`src/psched_pkg.sv`:
```
// Package for the periodic service scheduler: field widths, opcode and
// result codes, and the command/status structs shared by controller and datapath.
// No dependencies.
`default_nettype none

package psched_pkg;

    localparam int NUM_SLOTS_DEF = 16;
    localparam int MAX_RESULTS   = 16;
    localparam int MS_PER_SEC    = 1000;

    localparam int OP_W     = 3;
    localparam int NOW_W    = 32;
    localparam int RATE_W   = 16;
    localparam int SLOT_W   = 4;
    localparam int KIND_W   = 2;
    localparam int PERIOD_W = 10;
    localparam int QUOT_W   = 10;

    localparam logic [OP_W-1:0] OP_CLEAR    = 3'd0;
    localparam logic [OP_W-1:0] OP_NEW      = 3'd1;
    localparam logic [OP_W-1:0] OP_DELETE   = 3'd2;
    localparam logic [OP_W-1:0] OP_PAUSE    = 3'd3;
    localparam logic [OP_W-1:0] OP_RESUME   = 3'd4;
    localparam logic [OP_W-1:0] OP_DISPATCH = 3'd5;

    localparam logic [KIND_W-1:0] KIND_ALLOC = 2'd0;
    localparam logic [KIND_W-1:0] KIND_FAIL  = 2'd1;
    localparam logic [KIND_W-1:0] KIND_FIRE  = 2'd2;
    localparam logic [KIND_W-1:0] KIND_NONE  = 2'd3;

    typedef struct packed {
        logic latch;
        logic clear_all;
        logic del;
        logic pause;
        logic resume;
        logic new_init;
        logic new_step;
        logic new_commit;
        logic scan_init;
        logic scan_step;
        logic scan_finish;
    } t_dp_cmd;

    typedef struct packed {
        logic new_done;
        logic fire;
        logic pend_valid;
        logic out_can_load;
        logic scan_last;
    } t_dp_status;

endpackage

`default_nettype wire

```
`src/psched_in_if.sv`:
```
// Input channel interface of the periodic service scheduler.
// Depends on psched_pkg.
`default_nettype none

interface psched_in_if;
    logic                              valid;
    logic                              ready;
    logic [psched_pkg::OP_W-1:0]       opcode;
    logic [psched_pkg::NOW_W-1:0]      now_ms;
    logic [psched_pkg::RATE_W-1:0]     rate;
    logic                              start_paused;
    logic [psched_pkg::SLOT_W-1:0]     slot;

    modport source (output valid, output opcode, output now_ms, output rate,
                    output start_paused, output slot, input ready);
    modport sink   (input valid, input opcode, input now_ms, input rate,
                    input start_paused, input slot, output ready);
endinterface

`default_nettype wire

```
`src/psched_out_if.sv`:
```
// Result channel interface of the periodic service scheduler.
// Depends on psched_pkg.
`default_nettype none

interface psched_out_if;
    logic                              valid;
    logic                              ready;
    logic [psched_pkg::KIND_W-1:0]     kind;
    logic [psched_pkg::SLOT_W-1:0]     slot_id;
    logic                              last;

    modport source (output valid, output kind, output slot_id, output last, input ready);
    modport sink   (input valid, input kind, input slot_id, input last, output ready);
endinterface

`default_nettype wire

```
`src/psched_ctrl.sv`:
```
// Controller state machine of the periodic service scheduler.
// Depends on psched_pkg; drives command signals into psched_datapath.
`default_nettype none

module psched_ctrl (
    input  wire logic                           i_clk,
    input  wire logic                           i_rst_n,
    input  wire logic                           i_in_valid,
    input  wire logic [psched_pkg::OP_W-1:0]    i_opcode,
    output logic                                o_in_ready,
    output psched_pkg::t_dp_cmd                 o_cmd,
    input  wire psched_pkg::t_dp_status         i_status
);

    typedef enum logic [1:0] {
        S_IDLE,
        S_NEW,
        S_SCAN,
        S_FINISH
    } t_state;

    t_state r_state;
    t_state n_state;

    assign o_in_ready = (r_state == S_IDLE);

    always_comb begin
        o_cmd   = '0;
        n_state = r_state;
        unique case (r_state)
            S_IDLE: begin
                if (i_in_valid) begin
                    o_cmd.latch = 1'b1;
                    unique case (i_opcode)
                        psched_pkg::OP_CLEAR:  o_cmd.clear_all = 1'b1;
                        psched_pkg::OP_NEW: begin
                            o_cmd.new_init = 1'b1;
                            n_state        = S_NEW;
                        end
                        psched_pkg::OP_DELETE: o_cmd.del = 1'b1;
                        psched_pkg::OP_PAUSE:  o_cmd.pause = 1'b1;
                        psched_pkg::OP_RESUME: o_cmd.resume = 1'b1;
                        psched_pkg::OP_DISPATCH: begin
                            o_cmd.scan_init = 1'b1;
                            n_state         = S_SCAN;
                        end
                        default: ;
                    endcase
                end
            end
            S_NEW: begin
                if (!i_status.new_done) begin
                    o_cmd.new_step = 1'b1;
                end else if (i_status.out_can_load) begin
                    o_cmd.new_commit = 1'b1;
                    n_state          = S_IDLE;
                end
            end
            S_SCAN: begin
                if (!(i_status.fire && i_status.pend_valid && !i_status.out_can_load)) begin
                    o_cmd.scan_step = 1'b1;
                    if (i_status.scan_last) begin
                        n_state = S_FINISH;
                    end
                end
            end
            S_FINISH: begin
                if (i_status.out_can_load) begin
                    o_cmd.scan_finish = 1'b1;
                    n_state           = S_IDLE;
                end
            end
            default: n_state = S_IDLE;
        endcase
    end

    always_ff @(posedge i_clk) begin
        if (!i_rst_n) begin
            r_state <= S_IDLE;
        end else begin
            r_state <= n_state;
        end
    end

endmodule

`default_nettype wire

```
`src/psched_datapath.sv`:
```
// Datapath of the periodic service scheduler: slot flags, period and deadline
// memories, the 1000/rate divider, the slot scanners and the result register.
// Depends on psched_pkg; commanded by psched_ctrl.
`default_nettype none

module psched_datapath #(
    parameter int NUM_SLOTS = psched_pkg::NUM_SLOTS_DEF
) (
    input  wire logic                             i_clk,
    input  wire logic                             i_rst_n,
    input  wire psched_pkg::t_dp_cmd              i_cmd,
    output psched_pkg::t_dp_status                o_status,
    input  wire logic [psched_pkg::NOW_W-1:0]     i_now_ms,
    input  wire logic [psched_pkg::RATE_W-1:0]    i_rate,
    input  wire logic                             i_start_paused,
    input  wire logic [psched_pkg::SLOT_W-1:0]    i_slot,
    output logic                                  o_out_valid,
    input  wire logic                             i_out_ready,
    output logic [psched_pkg::KIND_W-1:0]         o_out_kind,
    output logic [psched_pkg::SLOT_W-1:0]         o_out_slot_id,
    output logic                                  o_out_last
);

    localparam int NOW_W    = psched_pkg::NOW_W;
    localparam int RATE_W   = psched_pkg::RATE_W;
    localparam int SLOT_W   = psched_pkg::SLOT_W;
    localparam int KIND_W   = psched_pkg::KIND_W;
    localparam int PERIOD_W = psched_pkg::PERIOD_W;
    localparam int QUOT_W   = psched_pkg::QUOT_W;
    localparam int IDX_W    = (NUM_SLOTS > 1) ? $clog2(NUM_SLOTS) : 1;
    localparam int CNT_W    = $clog2(psched_pkg::MAX_RESULTS + 1);
    localparam int DCNT_W   = $clog2(QUOT_W + 1);
    localparam logic [IDX_W-1:0]  LAST_IDX  = IDX_W'(NUM_SLOTS - 1);
    localparam logic [CNT_W-1:0]  MAX_FIRE  = CNT_W'(psched_pkg::MAX_RESULTS);
    localparam logic [DCNT_W-1:0] LAST_STEP = DCNT_W'(QUOT_W - 1);

    logic [NOW_W-1:0]    r_now;
    logic [RATE_W-1:0]   r_rate;
    logic                r_start_paused;

    logic [NUM_SLOTS-1:0] r_active;
    logic [NUM_SLOTS-1:0] r_paused;
    logic [PERIOD_W-1:0]  r_period_mem [NUM_SLOTS];
    logic [NOW_W-1:0]     r_deadline_mem [NUM_SLOTS];
    logic [PERIOD_W-1:0]  r_per_q;
    logic [NOW_W-1:0]     r_dl_q;

    logic [IDX_W-1:0]    r_idx;
    logic [CNT_W-1:0]    r_nfire;
    logic                r_pend_valid;
    logic [IDX_W-1:0]    r_pend_idx;

    logic [IDX_W-1:0]    r_fidx;
    logic                r_fdone;
    logic                r_found;

    logic [QUOT_W-1:0]   r_dvd;
    logic [RATE_W-1:0]   r_rem;
    logic [QUOT_W-1:0]   r_quot;
    logic [DCNT_W-1:0]   r_dcnt;
    logic                r_ddone;

    logic                r_out_valid;
    logic [KIND_W-1:0]   r_out_kind;
    logic [SLOT_W-1:0]   r_out_slot;
    logic                r_out_last;

    logic [IDX_W-1:0]    slot_idx;
    logic                slot_ok;
    logic [NOW_W-1:0]    dl_diff;
    logic                fire;
    logic [PERIOD_W-1:0] per_eff;
    logic [NOW_W-1:0]    next_dl;
    logic [NOW_W-1:0]    new_dl;
    logic                wr_en;
    logic [IDX_W-1:0]    wr_addr;
    logic [NOW_W-1:0]    wr_dl;
    logic                rd_en;
    logic [IDX_W-1:0]    rd_addr;
    logic [RATE_W:0]     trial;
    logic [RATE_W:0]     trial_sub;
    logic                trial_ge;
    logic                out_can_load;
    logic                out_load;
    logic [KIND_W-1:0]   out_kind;
    logic [SLOT_W-1:0]   out_slot;
    logic                out_last;

    assign slot_idx = IDX_W'(i_slot);
    assign slot_ok  = (32'(i_slot) < NUM_SLOTS);

    assign dl_diff = r_now - r_dl_q;
    assign fire    = r_active[r_idx] & ~r_paused[r_idx] & ~dl_diff[NOW_W-1]
                     & (r_nfire < MAX_FIRE);
    assign per_eff = (r_per_q == '0) ? PERIOD_W'(1) : r_per_q;
    assign next_dl = r_now + NOW_W'(per_eff);
    assign new_dl  = r_now + NOW_W'(r_quot);

    assign wr_en   = (i_cmd.new_commit & r_found) | (i_cmd.scan_step & fire);
    assign wr_addr = i_cmd.new_commit ? r_fidx : r_idx;
    assign wr_dl   = i_cmd.new_commit ? new_dl : next_dl;
    assign rd_en   = i_cmd.scan_init | (i_cmd.scan_step & (r_idx != LAST_IDX));
    assign rd_addr = i_cmd.scan_init ? '0 : r_idx + 1'b1;

    assign trial     = {r_rem, r_dvd[QUOT_W-1]};
    assign trial_sub = trial - {1'b0, r_rate};
    assign trial_ge  = (trial >= {1'b0, r_rate});

    assign out_can_load = ~r_out_valid | i_out_ready;

    always_comb begin
        out_load = 1'b0;
        out_kind = psched_pkg::KIND_NONE;
        out_slot = '0;
        out_last = 1'b1;
        priority if (i_cmd.new_commit) begin
            out_load = 1'b1;
            out_kind = r_found ? psched_pkg::KIND_ALLOC : psched_pkg::KIND_FAIL;
            out_slot = r_found ? SLOT_W'(r_fidx) : '0;
        end else if (i_cmd.scan_step && fire && r_pend_valid) begin
            out_load = 1'b1;
            out_kind = psched_pkg::KIND_FIRE;
            out_slot = SLOT_W'(r_pend_idx);
            out_last = 1'b0;
        end else if (i_cmd.scan_finish) begin
            out_load = 1'b1;
            out_kind = r_pend_valid ? psched_pkg::KIND_FIRE : psched_pkg::KIND_NONE;
            out_slot = r_pend_valid ? SLOT_W'(r_pend_idx) : '0;
        end
    end

    always_ff @(posedge i_clk) begin
        if (i_cmd.latch) begin
            r_now          <= i_now_ms;
            r_rate         <= (i_rate == '0) ? RATE_W'(1) : i_rate;
            r_start_paused <= i_start_paused;
        end
        if (i_cmd.new_commit && r_found) begin
            r_period_mem[r_fidx] <= PERIOD_W'(r_quot);
        end
        if (wr_en) begin
            r_deadline_mem[wr_addr] <= wr_dl;
        end
        if (rd_en) begin
            r_per_q <= r_period_mem[rd_addr];
            r_dl_q  <= r_deadline_mem[rd_addr];
        end
        if (i_cmd.scan_step && fire) begin
            r_pend_idx <= r_idx;
        end
        if (i_cmd.new_init) begin
            r_dvd <= QUOT_W'(psched_pkg::MS_PER_SEC);
            r_rem <= '0;
        end else if (i_cmd.new_step && !r_ddone) begin
            r_dvd  <= {r_dvd[QUOT_W-2:0], 1'b0};
            r_rem  <= trial_ge ? trial_sub[RATE_W-1:0] : trial[RATE_W-1:0];
            r_quot <= {r_quot[QUOT_W-2:0], trial_ge};
        end
        if (out_load) begin
            r_out_kind <= out_kind;
            r_out_slot <= out_slot;
            r_out_last <= out_last;
        end
    end

    always_ff @(posedge i_clk) begin
        if (!i_rst_n) begin
            r_active     <= '0;
            r_paused     <= '0;
            r_idx        <= '0;
            r_nfire      <= '0;
            r_pend_valid <= 1'b0;
            r_fidx       <= '0;
            r_fdone      <= 1'b0;
            r_found      <= 1'b0;
            r_dcnt       <= '0;
            r_ddone      <= 1'b0;
            r_out_valid  <= 1'b0;
        end else begin
            if (i_cmd.clear_all) begin
                r_active <= '0;
            end
            if (i_cmd.del && slot_ok) begin
                r_active[slot_idx] <= 1'b0;
            end
            if (i_cmd.pause && slot_ok) begin
                r_paused[slot_idx] <= 1'b1;
            end
            if (i_cmd.resume && slot_ok) begin
                r_paused[slot_idx] <= 1'b0;
            end
            if (i_cmd.new_commit && r_found) begin
                r_active[r_fidx] <= 1'b1;
                r_paused[r_fidx] <= r_start_paused;
            end

            if (i_cmd.new_init) begin
                r_fidx  <= '0;
                r_fdone <= 1'b0;
                r_found <= 1'b0;
                r_dcnt  <= '0;
                r_ddone <= 1'b0;
            end else if (i_cmd.new_step) begin
                if (!r_fdone) begin
                    if (!r_active[r_fidx]) begin
                        r_found <= 1'b1;
                        r_fdone <= 1'b1;
                    end else if (r_fidx == LAST_IDX) begin
                        r_fdone <= 1'b1;
                    end else begin
                        r_fidx <= r_fidx + 1'b1;
                    end
                end
                if (!r_ddone) begin
                    r_dcnt <= r_dcnt + 1'b1;
                    if (r_dcnt == LAST_STEP) begin
                        r_ddone <= 1'b1;
                    end
                end
            end

            if (i_cmd.scan_init) begin
                r_idx        <= '0;
                r_nfire      <= '0;
                r_pend_valid <= 1'b0;
            end else if (i_cmd.scan_step) begin
                r_idx <= r_idx + 1'b1;
                if (fire) begin
                    r_nfire      <= r_nfire + 1'b1;
                    r_pend_valid <= 1'b1;
                end
            end else if (i_cmd.scan_finish) begin
                r_pend_valid <= 1'b0;
            end

            if (out_load) begin
                r_out_valid <= 1'b1;
            end else if (i_out_ready) begin
                r_out_valid <= 1'b0;
            end
        end
    end

    always_comb begin
        o_status.new_done     = r_ddone & r_fdone;
        o_status.fire         = fire;
        o_status.pend_valid   = r_pend_valid;
        o_status.out_can_load = out_can_load;
        o_status.scan_last    = (r_idx == LAST_IDX);
    end

    assign o_out_valid   = r_out_valid;
    assign o_out_kind    = r_out_kind;
    assign o_out_slot_id = r_out_slot;
    assign o_out_last    = r_out_last;

endmodule

`default_nettype wire

```
`src/periodic_service_scheduler_core.sv`:
```
// Dispatch reads the deadline memory through its registered port one slot per cycle, stalling
// while a fire result waits on the result register; a finish state closes the scan.
// New service waits for the ten-step 1000/rate divider and the free-slot search beside it,
// then for the result register. Clear, delete, pause and resume take effect when taken.
// Synchronous active-low reset empties the table; period and deadline memories keep contents.
`default_nettype none

module periodic_service_scheduler_core #(
    parameter int NUM_SLOTS = psched_pkg::NUM_SLOTS_DEF
) (
    input  wire logic        i_clk,
    input  wire logic        i_rst_n,
    psched_in_if.sink        i_in,
    psched_out_if.source     o_out
);

    psched_pkg::t_dp_cmd    cmd;
    psched_pkg::t_dp_status status;

    psched_ctrl u_ctrl (
        .i_clk      (i_clk),
        .i_rst_n    (i_rst_n),
        .i_in_valid (i_in.valid),
        .i_opcode   (i_in.opcode),
        .o_in_ready (i_in.ready),
        .o_cmd      (cmd),
        .i_status   (status)
    );

    psched_datapath #(
        .NUM_SLOTS (NUM_SLOTS)
    ) u_datapath (
        .i_clk          (i_clk),
        .i_rst_n        (i_rst_n),
        .i_cmd          (cmd),
        .o_status       (status),
        .i_now_ms       (i_in.now_ms),
        .i_rate         (i_in.rate),
        .i_start_paused (i_in.start_paused),
        .i_slot         (i_in.slot),
        .o_out_valid    (o_out.valid),
        .i_out_ready    (o_out.ready),
        .o_out_kind     (o_out.kind),
        .o_out_slot_id  (o_out.slot_id),
        .o_out_last     (o_out.last)
    );

endmodule

`default_nettype wire
```
`src/flat_wrapper.sv`:
```
// flat-port wrapper written by rule: the top's interface ports become plain ports
module periodic_service_scheduler_core_flat 
#(
    parameter int NUM_SLOTS = psched_pkg::NUM_SLOTS_DEF
)
  (i_clk, i_rst_n, i_in_valid, i_in_opcode, i_in_now_ms, i_in_rate, i_in_start_paused, i_in_slot, i_in_ready, o_out_valid, o_out_kind, o_out_slot_id, o_out_last, o_out_ready);
  psched_in_if i_in_i ();
  psched_out_if o_out_i ();
  input  wire logic i_clk;
  input  wire logic i_rst_n;
  input wire logic [$bits(i_in_i.valid)-1:0] i_in_valid;
  input wire logic [$bits(i_in_i.opcode)-1:0] i_in_opcode;
  input wire logic [$bits(i_in_i.now_ms)-1:0] i_in_now_ms;
  input wire logic [$bits(i_in_i.rate)-1:0] i_in_rate;
  input wire logic [$bits(i_in_i.start_paused)-1:0] i_in_start_paused;
  input wire logic [$bits(i_in_i.slot)-1:0] i_in_slot;
  output wire logic [$bits(i_in_i.ready)-1:0] i_in_ready;
  output wire logic [$bits(o_out_i.valid)-1:0] o_out_valid;
  output wire logic [$bits(o_out_i.kind)-1:0] o_out_kind;
  output wire logic [$bits(o_out_i.slot_id)-1:0] o_out_slot_id;
  output wire logic [$bits(o_out_i.last)-1:0] o_out_last;
  input wire logic [$bits(o_out_i.ready)-1:0] o_out_ready;
  assign i_in_i.valid = i_in_valid;
  assign i_in_i.opcode = i_in_opcode;
  assign i_in_i.now_ms = i_in_now_ms;
  assign i_in_i.rate = i_in_rate;
  assign i_in_i.start_paused = i_in_start_paused;
  assign i_in_i.slot = i_in_slot;
  assign i_in_ready = i_in_i.ready;
  assign o_out_valid = o_out_i.valid;
  assign o_out_kind = o_out_i.kind;
  assign o_out_slot_id = o_out_i.slot_id;
  assign o_out_last = o_out_i.last;
  assign o_out_i.ready = o_out_ready;
  periodic_service_scheduler_core #(.NUM_SLOTS(NUM_SLOTS)) u_core (.i_clk(i_clk), .i_rst_n(i_rst_n), .i_in(i_in_i), .o_out(o_out_i));
endmodule
```
`config.mk`:
```
export PLATFORM = sky130hd
export DESIGN_NAME = periodic_service_scheduler_core_flat
export DESIGN_NICKNAME = d
export VERILOG_FILES = /design/src/psched_pkg.sv /design/src/psched_in_if.sv /design/src/psched_out_if.sv /design/src/psched_ctrl.sv /design/src/psched_datapath.sv /design/src/periodic_service_scheduler_core.sv /design/src/flat_wrapper.sv
export SDC_FILE = /design/constraint.sdc
export NUM_CORES = 1
export LEC_CHECK = 0
export BUFFER_PORTS_ARGS = -buffer_cell sky130_fd_sc_hd__buf_2
export CORE_ASPECT_RATIO = 2
export CORE_MARGIN = 4
export CORE_UTILIZATION = 53
export CTS_BUF_LIST = sky130_fd_sc_hd__clkbuf_8
export DETAILED_ROUTE_END_ITERATION = 6
export GPL_ROUTABILITY_DRIVEN = 0
export GPL_TIMING_DRIVEN = 0
export PLACE_DENSITY = 0.69
export RECOVER_POWER = 50
export SLEW_MARGIN = 20
export SYNTH_ARGS = -nofsm -noshare
export SYNTH_HDL_FRONTEND = slang
export SYNTH_SLANG_ARGS = --single-unit
```
`constraint.sdc`:
```
create_clock -name i_clk -period 9.4 [get_ports i_clk]
set_input_delay 0.94 -clock i_clk [delete_from_list [all_inputs] [get_ports i_clk]]
set_output_delay 0.94 -clock i_clk [all_outputs]
set_load 0.01 [all_outputs]
```
**Word-level counts from Yosys, hierarchy flattened**

Memory sizes are Yosys's and may differ from the RTL's. A register that Yosys moved wholly into a read port is not among the register bits.
Cells that the tools add are included.

- Memories kept: 2
- Register bits: 149
- Output and inout port bits: 9
- RAM bits: 672

Memory list:

| memory | depth | bits a word | rd ports | clocked after Yosys merged registers in | wr ports | line | source |
|---|---|---|---|---|---|---|---|
| u_core.u_datapath.r_deadline_mem | 16 | 32 | 1 | 1 | 1 | psched_datapath.sv:44 | `logic [NOW_W-1:0] r_deadline_mem [NUM_SLOTS];` |
| u_core.u_datapath.r_period_mem | 16 | 10 | 1 | 1 | 1 | psched_datapath.sv:43 | `logic [PERIOD_W-1:0] r_period_mem [NUM_SLOTS];` |

- Multiplexer cells: 78
- $lt $le $gt $ge: 7
- Equality and inequality tests: 18
- Reductions and logical operators: 25
- Bitwise gates (word level): 24
- $add $sub $neg: 8

Operator list:

| cell | count |
|---|---|
| $mux W16 | 11 |
| $add A32 B10 Y32 | 2 |
| $mux W1 | 41 |
| $and A16 B16 Y16 | 2 |
| $mux W32 | 1 |
| $or A16 B16 Y16 | 2 |
| $sub A32 B32 Y32 | 1 |
| $mux W4 | 7 |
| $ge A17 B16 Y1 | 1 |
| $bwmux W16 | 1 |
| $logic_not A16 Y1 | 1 |
| $not A16 Y16 | 1 |
| $sub A16 B16 Y16 | 1 |
| $lt A4 B5 Y1 const B | 3 |
| $mux W2 | 7 |
| $add A4 B1 Y4 const B | 3 |
| $bmux W1 S4 | 3 |
| $eq A4 B4 Y1 const B | 3 |
| $mux W6 | 2 |
| $logic_not A10 Y1 | 1 |
| $mux W10 | 1 |
| $not A1 Y1 | 9 |
| $demux W1 S4 | 2 |
| $ge A4 B1 Y1 const B | 2 |
| 25 further kinds | 52 |

**Longest topological paths before layout**

Gate-level depths: netlist (run 1).

- Depth after elaboration: 15
- Depth in mapped cells: 17
- Depth with buffers taken out: 14

**Cells and area by module**

A second synthesis (run 1) with hierarchy kept.

- Cell total of the unflattened synthesis: 2530
- Area, all modules: 36625.1 um^2

Modules (own cells, without submodules):

| module | area an instance (um^2) | cells each | times used |
|---|---|---|---|
| psched_datapath | 36408.7 | 2502 | 1 |
| psched_ctrl | 216.5 | 28 | 1 |

**Worst setup path before layout (run 1)**

OpenSTA, ideal clock, no wires.

- Path kind: register -> register
- From: register u_core.u_datapath.r_now[10]
- To: register u_core.u_datapath.r_dl_q[0], read port of u_core.u_datapath.r_deadline_mem, enable pin
- Slack: 3.782 ns
- Arrival time: 5.113 ns
- Cell stages (with the launch flop): 9
- Cells stage by stage: edfxtp_1 ha_1 nand2_1 o21a_1 o211ai_1 a21oi_1 o21ai_1 mux2_2 o31ai_1

- Cells in the longest elaborated chain, start to end: 10

Ends and longest elaborated chain:

| element | line | source |
|---|---|---|
| from (decl) | psched_datapath.sv:37 | `logic [NOW_W-1:0] r_now;` |
| from (signal assigned) | psched_datapath.sv:134 | `r_now <= i_now_ms;` |
| $sub A32 B32 Y32 | psched_datapath.sv:92 | `assign dl_diff = r_now - r_dl_q;` |
| $not A1 Y1 | psched_datapath.sv:93 | `assign fire = r_active[r_idx] & ~r_paused[r_idx] & ~dl_diff[NOW_W-1]` |
| $and A1 B1 Y1 | psched_datapath.sv:93 |  |
| $and A1 B1 Y1 | psched_datapath.sv:94 | `& (r_nfire < MAX_FIRE);` |
| $logic_and A1 B1 Y1 (2 in series) | psched_ctrl.sv:60 | `if (!(i_status.fire && i_status.pend_valid && !i_status.out_can_load)) begin` |
| $mux W1 | psched_ctrl.sv:60 |  |
| $mux W1 | psched_ctrl.sv:30 | `unique case (r_state)` |
| $and A1 B1 Y1 | psched_datapath.sv:102 | `assign rd_en = i_cmd.scan_init \| (i_cmd.scan_step & (r_idx != LAST_IDX));` |
| $or A1 B1 Y1 | psched_datapath.sv:102 |  |
| net u_core.u_datapath.rd_en | psched_datapath.sv:78 | `logic rd_en;` |
| to (decl) | psched_datapath.sv:46 | `logic [NOW_W-1:0] r_dl_q;` |

The timed path passes the listed nets, and every way through them passes these cells.
A chain may end at the register's enable or synchronous reset.

**Worst setup path in the final report (run 1)**

- From: register u_core.u_ctrl.r_state[1]
- To: register u_core.u_datapath.r_dl_q[17], read port of u_core.u_datapath.r_deadline_mem (data pin)

- Cells in the longest elaborated chain, start to end: 4

Ends and longest elaborated chain:

| element | line | source |
|---|---|---|
| from (decl) | psched_ctrl.sv:22 | `t_state r_state;` |
| from (signal assigned) | psched_ctrl.sv:81 | `r_state <= n_state;` |
| $eq A2 B2 Y1 | psched_ctrl.sv:30 |  |
| $mux W1 | psched_ctrl.sv:30 |  |
| $and A1 B1 Y1 | psched_datapath.sv:102 |  |
| $or A1 B1 Y1 | psched_datapath.sv:102 |  |

Several ways; a longest one is shown, not always the timed one.

==> key figures, run 1 <==
Clocking
  – Worst-path clk slew: approximately 0.060 ns
  – CTS Hold Buffers Added: 0
  – H-tree Lvls: 3
  – Post-CTS sizing: 0
  – Root Buffer Master: clkbuf_8
  – Clock Path Buffers: 3
  – CTS tree: done
  – TritonCTS buffer count: approximately 120
  – Clock Sinks: around 860
  – Post-CTS Setup Bufs: 0
  – Clock Latency Late Sink: 0.79 ns

Worst hold path
  – Hold EP: u_core.u_datapath.r_start_paused
  – HP Start: i_in_start_paused
  – Hold Crit Depth: 1
  – Min-delay worst type: in2reg

Floorplan
  – Die boundary width: 194 µm
  – Die ar.: 73,700 µm²
  – Boundary pin count: 69
  – FP Rows: 136
  – Starting Density: 53.3%
  – Core Box Area: 68,700 µm²
  – Die Y: 380 µm

STA
  – Total negative setup slack: 0 ns
  – Slew HR: -86.3%
  – Hold WS: ~0.33 ns
  – Worst-margin pin slew: approximately 2.8 ns
  – Fin. max-slew vios: between 100 and 150
  – RSZ-0062 raised after global routing: no
  – Clock Skew: between 0.05 and 0.06 ns
  – FMAX: roughly 0.14 GHz
  – Final period util: 78.3%
  – Setup ws final: between 2 and 2.5 ns
  – Fin. Hold Viols: 0
  – Final setup fails: 0
  – Final min period: around 7.4 ns

Critical path
  – Crit Path Max Fanout: 51
  – Setup crit end kind: flip-flop
  – Startpoint type of the worst setup path: flip-flop
  – Most frequent CP cell: clkbuf_1
  – Launching point of the worst reg2reg path: u_core.u_ctrl.r_state[1]
  – CP max stage cell: clkinvlp_2
  – Worst r2r path cells: 10
  – Reg2Reg Setup Slack: 2.04 ns
  – CP cell instances: clkbuf_1 > nor2_1 > nand2_1 > clkinvlp_2 > nand3_4 > clkbuf_1 > buf_6 > nand2_1 > clkbuf_1 > mux4_2
  – CP delay by family, top: buffers and inverters
  – Worst Path Required: slightly below 10 ns
  – Crit path buffers/inverters: 5
  – CP Class: reg2reg
  – Critical R2R Capture: u_core.u_datapath.r_dl_q[17]
  – Slowest Stage Delay on Critical Path: approximately 2.1 ns
  – Worst EP arrival: a little under 8 ns

Power
  – Net Sw Frac: between 20% and 30%
  – Int Power: 0.00586 W
  – Clock power frac: 34.9%
  – Leak: around 14 nW
  – Register share of total power: 55.8%
  – Combinational group share of total power: a little under a tenth
  – Sw power: 0.00192 W
  – PD cells: 190 nW/µm²
  – VDD IR max: just under 0.2 mV

Synthesis
  – Synthesized area per cell: 13.9 µm²
  – Cell variety after synth: 78
  – Synth async-reset ratio: 0%
  – Seq/Total Area, Yosys: approximately 70%
  – Synthesis-stage register bit count: 863
  – EDFF count, synth: approximately 780
  – Synthesized area: 36,700 µm²
  – Main flop type after synthesis: edfxtp_1
  – Syn_nets: between 2,000 and 3,000
  – YS warnings: 0
  – Syn Inst Count: 2,644

Placed design
  – Half-perimeter wire length after placement: ~78,000 µm
  – DP Worst Slack: 2.65 ns
  – DP Cell Count: roughly 3,700
  – PortBufs: 68

Drt
  – DR vias: between 20,000 and 25,000
  – ANT nets after route: 0
  – DR WL/cell: between 20 and 30 µm
  – WL final: 109,000 µm
  – DRT Pass-1 Iters: 6
  – Drt first-iter violations: ~2,700
  – Via density: around 6.4
  – DRC viols: 0

GRT
  – First-pass GRT wire length: approximately 160,000 µm
  – GRT Util Overall: between 20 and 30%
  – Total gr overflow: 0
  – Largest net degree at the start of global routing: 52
  – Antenna violations before repair: 4
  – Number of global-route vias before repair: approximately 26,000

Cells and area
  – Area Overhead vs Synth: 11.5%
  – Final non-filler cell total: 3,863
  – # nets final: approximately 3,000
  – Share of layout cells above drive strength 1: between 10% and 20%

Run status
  – Violated checks: max-capacitance violations, max-slew violations
  – Status: finished, violations left

Flow run
  – MaxCap Viol Count: 5
layer usage:
| metal | up-vias | part of all wire, % | wire [µm] | global-route usage, % |
|---|---|---|---|---|
| met3 | 427 | 6.4 | 6930 | 4.66 |
| met2 | 1276 | 53 | 57600 | 52.1 |
| li1 | 10700 | - | - | - |
| met5 | - | 0.029 | 31 | 0 |
| met1 | 12300 | 31 | 33700 | 28.6 |
| met4 | 4 | 9.4 | 10300 | 22.9 |
power by group through the flow:
stage | combinational (W) | sequential, W | clock (W)
2_1_floorplan | 0.000522 | 0.00440 | 0
3_3_place_gp | 0.000692 | 0.00442 | 0
3_5_place_dp | 0.000726 | 0.00442 | 0
4_1_cts | 0.000730 | 0.00434 | 0.00274
5_1_grt | 0.000789 | 0.00435 | 0.00291
6_report | 0.000724 | 0.00435 | 0.00271
worst register-to-register path, stage by stage, from the launching register on:
cell	delay, ns
dfxtp_1	0.30
clkbuf_1	0.28
nor2_1	0.12
nand2_1	0.23
clkinvlp_2	2.13
nand3_4	1.34
clkbuf_1	0.85
buf_6	0.26
nand2_1	0.58
clkbuf_1	0.53
mux4_2	0.45
Yosys cell counts (17+ instances only):
cell	n	area share, %
edfxtp_1	784	64
nand2_1	244	2.5
o21ai_0	125	1.7
clkbuf_1	111	1.1
a211oi_1	100	2.0
a31oi_1	99	1.7
and3_1	96	1.6
nor2_1	91	0.93
or3_1	90	1.5
a21oi_1	82	1.1
dfxtp_1	79	4.3
inv_1	72	0.74
o211ai_1	69	1.4
o22ai_1	65	1.1
ha_1	64	2.2
buf_2	47	0.64
mux4_2	47	2.9
nor3_1	38	0.52
nand3_1	26	0.35
xnor2_1	25	0.60
xor2_1	24	0.57
o221ai_1	23	0.55
nand2b_1	21	0.36
buf_6	17	0.52
sequential cells by signal (all words and copies together), names as in the netlist, 4 cells and up:
name and count:
u_core.u_datapath.o_out_slot_id 4, u_core.u_datapath.r_active 16, u_core.u_datapath.r_dcnt 4, u_core.u_datapath.r_deadline_mem 512
u_core.u_datapath.r_dl_q 32, u_core.u_datapath.r_dvd 7, u_core.u_datapath.r_fidx 4, u_core.u_datapath.r_idx 4
u_core.u_datapath.r_nfire 5, u_core.u_datapath.r_now 32, u_core.u_datapath.r_paused 16, u_core.u_datapath.r_pend_idx 4
u_core.u_datapath.r_per_q 10, u_core.u_datapath.r_period_mem 160, u_core.u_datapath.r_quot 10, u_core.u_datapath.r_rate 16
u_core.u_datapath.r_rem 16
cell type report:
class | instances | area [µm²]
Inverter | 77 | 292
Tap cell | 897 | 1120
Clock inverter | 87 | 498
Buffer | 182 | 855
Multi-Input combinational cell | 1522 | 10500
Antenna cell | 2 | 5.00
Clock buffer | 121 | 1670
Sequential cell | 863 | 25100
Timing Repair Buffer | 112 | 807
Fill cell | 5380 | 27900
worst max path at each step:
stage	to	slack, ns	from	depth (start not counted)
floorplan	u_core.u_datapath.r_dl_q[0]	3.78	u_core.u_datapath.r_now[10]	8
global placement	u_core.u_datapath.r_dl_q[9]	0.12	u_core.u_datapath.r_now[2]	8
finish	u_core.u_datapath.r_dl_q[17]	2.04	u_core.u_ctrl.r_state[1]	10
detailed placement	u_core.u_datapath.r_deadline_mem[11][24]	2.65	o_out_ready	15
CTS	u_core.u_datapath.r_deadline_mem[10][24]	3.14	u_core.u_ctrl.r_state[1]	15
global route	u_core.u_datapath.r_dl_q[17]	1.56	u_core.u_ctrl.r_state[1]	10
through the flow:
stage | util, % | total power (W) | instance area (µm²)
CTS | 59.7 | 0.00781 | 41000
global route | 59.5 | 0.00805 | 40900
detailed placement | 56.6 | 0.00515 | 38900
global placement | 55.5 | 0.00512 | 38100
floorplan | - | 0.00492 | 36700
finish | 59.5 | 0.00779 | 40900
layout by cell type (no fill, tap or decap), types with 31 or more instances in the layout:
cell type and n:
ha_1 64, nand2_1 245, edfxtp_1 784, a211oi_1 100, mux4_2 47, o21ai_0 131, o211ai_1 69, a31oi_1 99
buf_2 89, clkbuf_8 121, a21oi_1 82, inv_1 102, nor3_1 38, dfxtp_1 79, o22ai_1 65, clkinv_1 31
nor2_1 90, or3_1 90, and3_1 96, clkbuf_1 149
cell families (layout without fill, tap and decap cells):
logic type                 count (synthesis)  count (layout)  share of synthesized area, %
and+or+nand+nor                          682             682                          9.47
adders and majority gates                 66              66                          2.29
AOI/OAI and AO/OA                        648             648                          11.6
DFF                                      863             863                          68.5
other                                      0               2                             0
muxes                                     77              77                          3.78
buffers and inverters                    259             579                          3.20
xor gates and xnor gates                  49              49                          1.17
(Power assumes the default switching activity.)
==> run 2, diff against run 1 <==
ABC_AREA = 1   (was unset)
PLACE_DENSITY = 0.72   (was 0.69)
clock period = 6.1 ns   (was 9.4 ns; I/O delays follow)
==> run 2 against run 1 <==
Critical path depth up 4. Power grew 66%. Clock skew rose by 0.0013 ns. Non-clock buffer count increased by 18. Worst hold slack worse by 0.21 ns. Clock power increased by 68%. Setup slack lost 1.7 ns. Maximum frequency increased by 28%. Register-to-register slack worse by 1.7 ns. Critical endpoint is now u_core.u_datapath.r_deadline_mem[8][26]. Area after synthesis decreased by 0.14%. Clock-buffer cell count grew 4. Sequential cell count unchanged. The flow still finishes with violations (max-capacitance violations, max-slew violations).
==> key figures, run 2 <==
Cells and area
  – Number of flip-flops in the largest register: 512 (unchanged)
  – Final Cell Area: 41,300 µm² (+1.0%)
  – Most frequent cells in the layout: 784 x edfxtp_1, 461 x nor2_1, 368 x nand2_1, 269 x nor3_1, 214 x inv_1
  – Final Util: 60.2% (+0.77 points)
  – Commonest non-fill, non-tap cell in the layout: edfxtp_1
  – Fill count: 5,316 (-1.2%)
  – # nets final: 3,478 (+16%)
  – Area Overhead vs Synth: 12.8%
  – Final non-filler cell total: 4,344 (+12%)
  – Share of layout cells above drive strength 1: 10.8% (-2.8 points)
  – Most flop-heavy register: u_core.u_datapath.r_deadline_mem
  – Top flop regs: u_core.u_datapath.r_deadline_mem (512), u_core.u_datapath.r_period_mem (160)

Clocking
  – H-tree Lvls: 3 (unchanged)
  – TritonCTS buffer count: 113 (-1.7%)
  – Worst-path clk slew: 0.07 ns (about the same)
  – Clock Latency Late Sink: 0.79 ns (about the same)
  – Root Buffer Master: clkbuf_8
  – Clock Sinks: 863 (unchanged)
  – CTS tree: done
  – Post-CTS sizing: 0 (unchanged)
  – Clock Path Buffers: 3 (unchanged)

Critical path
  – Worst EP arrival: 6.18 ns (-1.68 ns)
  – Worst Path Required: 6.52 ns (-3.38 ns)
  – CP Class: reg2reg
  – CP max stage cell: xor2_2
  – Crit Path Max Fanout: 16 (-69%)
  – Launching point of the worst reg2reg path: u_core.u_ctrl.r_state[0]
  – Critical R2R Capture: u_core.u_datapath.r_deadline_mem[8][26]
  – Reg2Reg Setup Slack: 0.34 ns (-1.70 ns)
  – CP cell instances: inv_1 > nor2_1 > inv_1 > nor3_2 > buf_2 > clkbuf_1 > o21ai_0 > ha_1 > nand2_1 > o2111ai_1 > nand4_1 > nor3_2 > nand2_1 > xor2_2
  – Worst r2r path cells: 14 (+4)
  – Slowest Stage Delay on Critical Path: 0.77 ns (-1.36 ns)
  – Startpoint type of the worst setup path: flip-flop
  – Setup crit end kind: flip-flop

Power
  – Combinational group share of total power: 11.4% (+2.1 points)
  – Sw power: 0.00335 W (+74%)
  – Leak: 14.6 nW (+4.9%)
  – Clock power frac: 35.3% (+0.4 points)
  – Int Power: 0.00955 W (+63%)
  – Net Sw Frac: 26.0% (+1.2 points)
  – VDD IR max: 0.363 mV (+85%)
  – PD cells: 312 nW/µm² (+64%)
  – Final Total Pwr: 0.0129 W (+66%)
  – Register share of total power: 53.3% (-2.5 points)

Run status
  – Violated checks: max-capacitance violations, max-slew violations
  – Status: finished, violations left

GRT
  – Antenna violations before repair: 1 (-3)
  – Total gr overflow: 0 (unchanged)
  – Largest net degree at the start of global routing: 43 (-17%)
  – GRT Util Overall: 29.4% (+0.64 points)
  – First-pass GRT wire length: 163,000 µm (+3.3%)
  – Number of global-route vias before repair: 27,200 (+6.3%)

STA
  – FMAX: 0.174 GHz (+28%)
  – Slew HR: -42.8% (+44 points)
  – Fin. Hold Viols: 0 (unchanged)
  – Final setup fails: 0 (unchanged)
  – Final min period: 5.76 ns (-1.60 ns)
  – RSZ-0062 raised after global routing: no
  – Clock Skew: 0.0533 ns (+0.00131 ns)
  – Worst-margin pin slew: 2.13 ns (-0.645 ns)
  – Total negative setup slack: 0 ns (unchanged)
  – Final period util: 94.5% (+16 points)
  – Fin. max-slew vios: 145 (+28%)

Drt
  – WL final: 111,000 µm (+2.3%)
  – DRC viols: 0 (unchanged)
  – DR WL/cell: 25.6 µm (-9.0%)
  – Via density: 6.16 (-3.9%)
  – DRT Pass-1 Iters: 6 (unchanged)
  – ANT nets after route: 0 (unchanged)
  – DR vias: 26,700 (+8.1%)
  – Drt first-iter violations: 2,715 (-0.55%)

Synthesis
  – Synth async-reset ratio: 0% (unchanged)
  – Cell variety after synth: 52 (-33%)
  – Synthesized area: 36,600 µm² (-0.14%)
  – Cell taking the most area after synthesis: edfxtp_1
  – Most frequent cell after synthesis: edfxtp_1
  – EDFF count, synth: 784 (unchanged)
  – Mux share of post-synthesis cell area: 0% (-3.8 points)
  – Syn Inst Count: 3,104 (+17%)
  – Seq/Total Area, Yosys: 68.6% (+0.098 points)
  – Synthesis-stage register bit count: 863 (unchanged)
  – Synth Area in XOR/XNOR: 1.15% (-0.022 points)
  – Syn_nets: 3,230 (+17%)
  – Share of the synthesized area in the top cell type: 64.3% (+0.092 points)
  – YS warnings: 0 (unchanged)
  – Main flop type after synthesis: edfxtp_1
  – Main area contributors after synthesis: edfxtp_1 64%, nor2_1 4.6%, dfxtp_1 4.3%, o221ai_1 4.0%, nand2_1 3.8%
  – Top cells by count, synth: 784 x edfxtp_1, 452 x nor2_1, 366 x nand2_1
  – Largest family of logic cells by synthesized area: simple AND/OR/NAND/NOR gates
  – Synthesized area per cell: 11.8 µm² (-15%)
  – Simple-gate area share of the yosys netlist: 15.5% (+6.0 points)
  – Post-Synth Adder-Cell Area: 2.30% (+0.0033 points)
  – Synth Area in Compound Gates: 8.09% (-3.5 points)

Floorplan
  – Die Y: 380 µm (about the same)
  – Boundary pin count: 69 (unchanged)
  – Die boundary width: 194 µm (about the same)
  – Die ar.: 73,600 µm² (-0.14%)
  – Starting Density: 53.4% (+0.056 points)
  – Core Box Area: 68,600 µm² (-0.25%)
  – FP Rows: 136 (unchanged)

Placed design
  – DP Cell Count: 4,102 (+12%)
  – Half-perimeter wire length after placement: 78,800 µm (+0.48%)
  – DP Area: 38,800 µm² (-0.17%)
  – PortBufs: 68 (unchanged)

Worst hold path
  – Min-delay worst type: in2reg
  – Hold EP: u_core.u_datapath.r_rate[15]
  – HP Start: i_in_rate[15]
  – Hold Crit Depth: 2 (+1)

Flow run
  – MaxCap Viol Count: 12 (+7)
-- run 2: power by group through the flow --
stage / registers [W] / logic [W] / clock network (W)
floorplan: 0.00693 / 0.000985 / 0
global placement: 0.00699 / 0.00138 / 0
detailed placement: 0.00699 / 0.00145 / 0
CTS: 0.00687 / 0.00147 / 0.00458
global route: 0.00689 / 0.00162 / 0.00485
finish: 0.00688 / 0.00148 / 0.00455
-- run 2: kinds of logic (layout without fill, tap and decap cells) --
| family | count (synthesis) | after routing |
|---|---|---|
| buffers and inverters | 384 | 726 |
| DFF | 863 | 863 |
| xor gates and xnor gates | 48 | 48 |
| and+or+nand+nor | 1305 | 1305 |
| adders and majority gates | 66 | 66 |
| AOI/OAI and AO/OA | 438 | 438 |
| other | 0 | 1 |
-- run 2: layout make-up --
class / instances / area [µm²] / area share, %
plain buffers: 179 / 810 / 1.96
multi-input cells: 1857 / 10100 / 24.4
clock inverters: 84 / 667 / 1.61
clock buffers: 125 / 1720 / 4.16
flip-flops and latches: 863 / 25100 / 60.8
well taps: 897 / 1120 / 2.72
inverters: 205 / 771 / 1.87
diodes: 1 / 2.50 / 0.00606
repair buffers: 133 / 1030 / 2.50
-- run 2: metal layers --
metal	wire, µm	GRT usage (%)	vias to the layer above
met1	33700	29.2	12900
li1	-	-	11700
met4	10800	23.2	0
met2	57800	52.9	1634
met5	0	0	-
met3	8800	5.58	505
-- run 2: stage by stage --
step / setup slack [ns] / hold WS [ns]
detailed placement: 0.242 / 0.432
floorplan: 1.59 / 0.403
finish: 0.338 / 0.122
global route: 0.130 / 0.102
global placement: -2.00 / 0.432
CTS: 0.319 / 0.0121
-- run 2: repair_timing --
item / 4_1_cts / 5_1_grt
hold buffers: 32 / 0
hold endpoints to repair: 32 / 0
setup buffers: 0 / 0
-- run 2: how the worst max path moves through the flow --
stage / start / to / slack, ns
2_1_floorplan: u_core.u_datapath.r_now[22] / u_core.u_datapath.r_deadline_mem[4][0] / 1.59
3_3_place_gp: u_core.u_datapath.r_now[14] / u_core.u_datapath.r_deadline_mem[13][2] / -2.00
3_5_place_dp: o_out_ready / u_core.u_datapath.r_deadline_mem[10][28] / 0.24
4_1_cts: u_core.u_ctrl.r_state[0] / u_core.u_datapath.r_deadline_mem[3][28] / 0.32
5_1_grt: u_core.u_ctrl.r_state[0] / u_core.u_datapath.r_deadline_mem[15][30] / 0.13
6_report: u_core.u_ctrl.r_state[0] / u_core.u_datapath.r_deadline_mem[8][26] / 0.34
-- run 2: worst max-delay path: cells and delay by family (launching register included) --
family / cells / cell delay, ns
fa+ha+maj: 1 / 0.47
buf+inv: 4 / 0.91
simple gates: 6 / 1.94
xor+xnor: 1 / 0.77
compound gates: 2 / 0.94
flops: 1 / 0.35
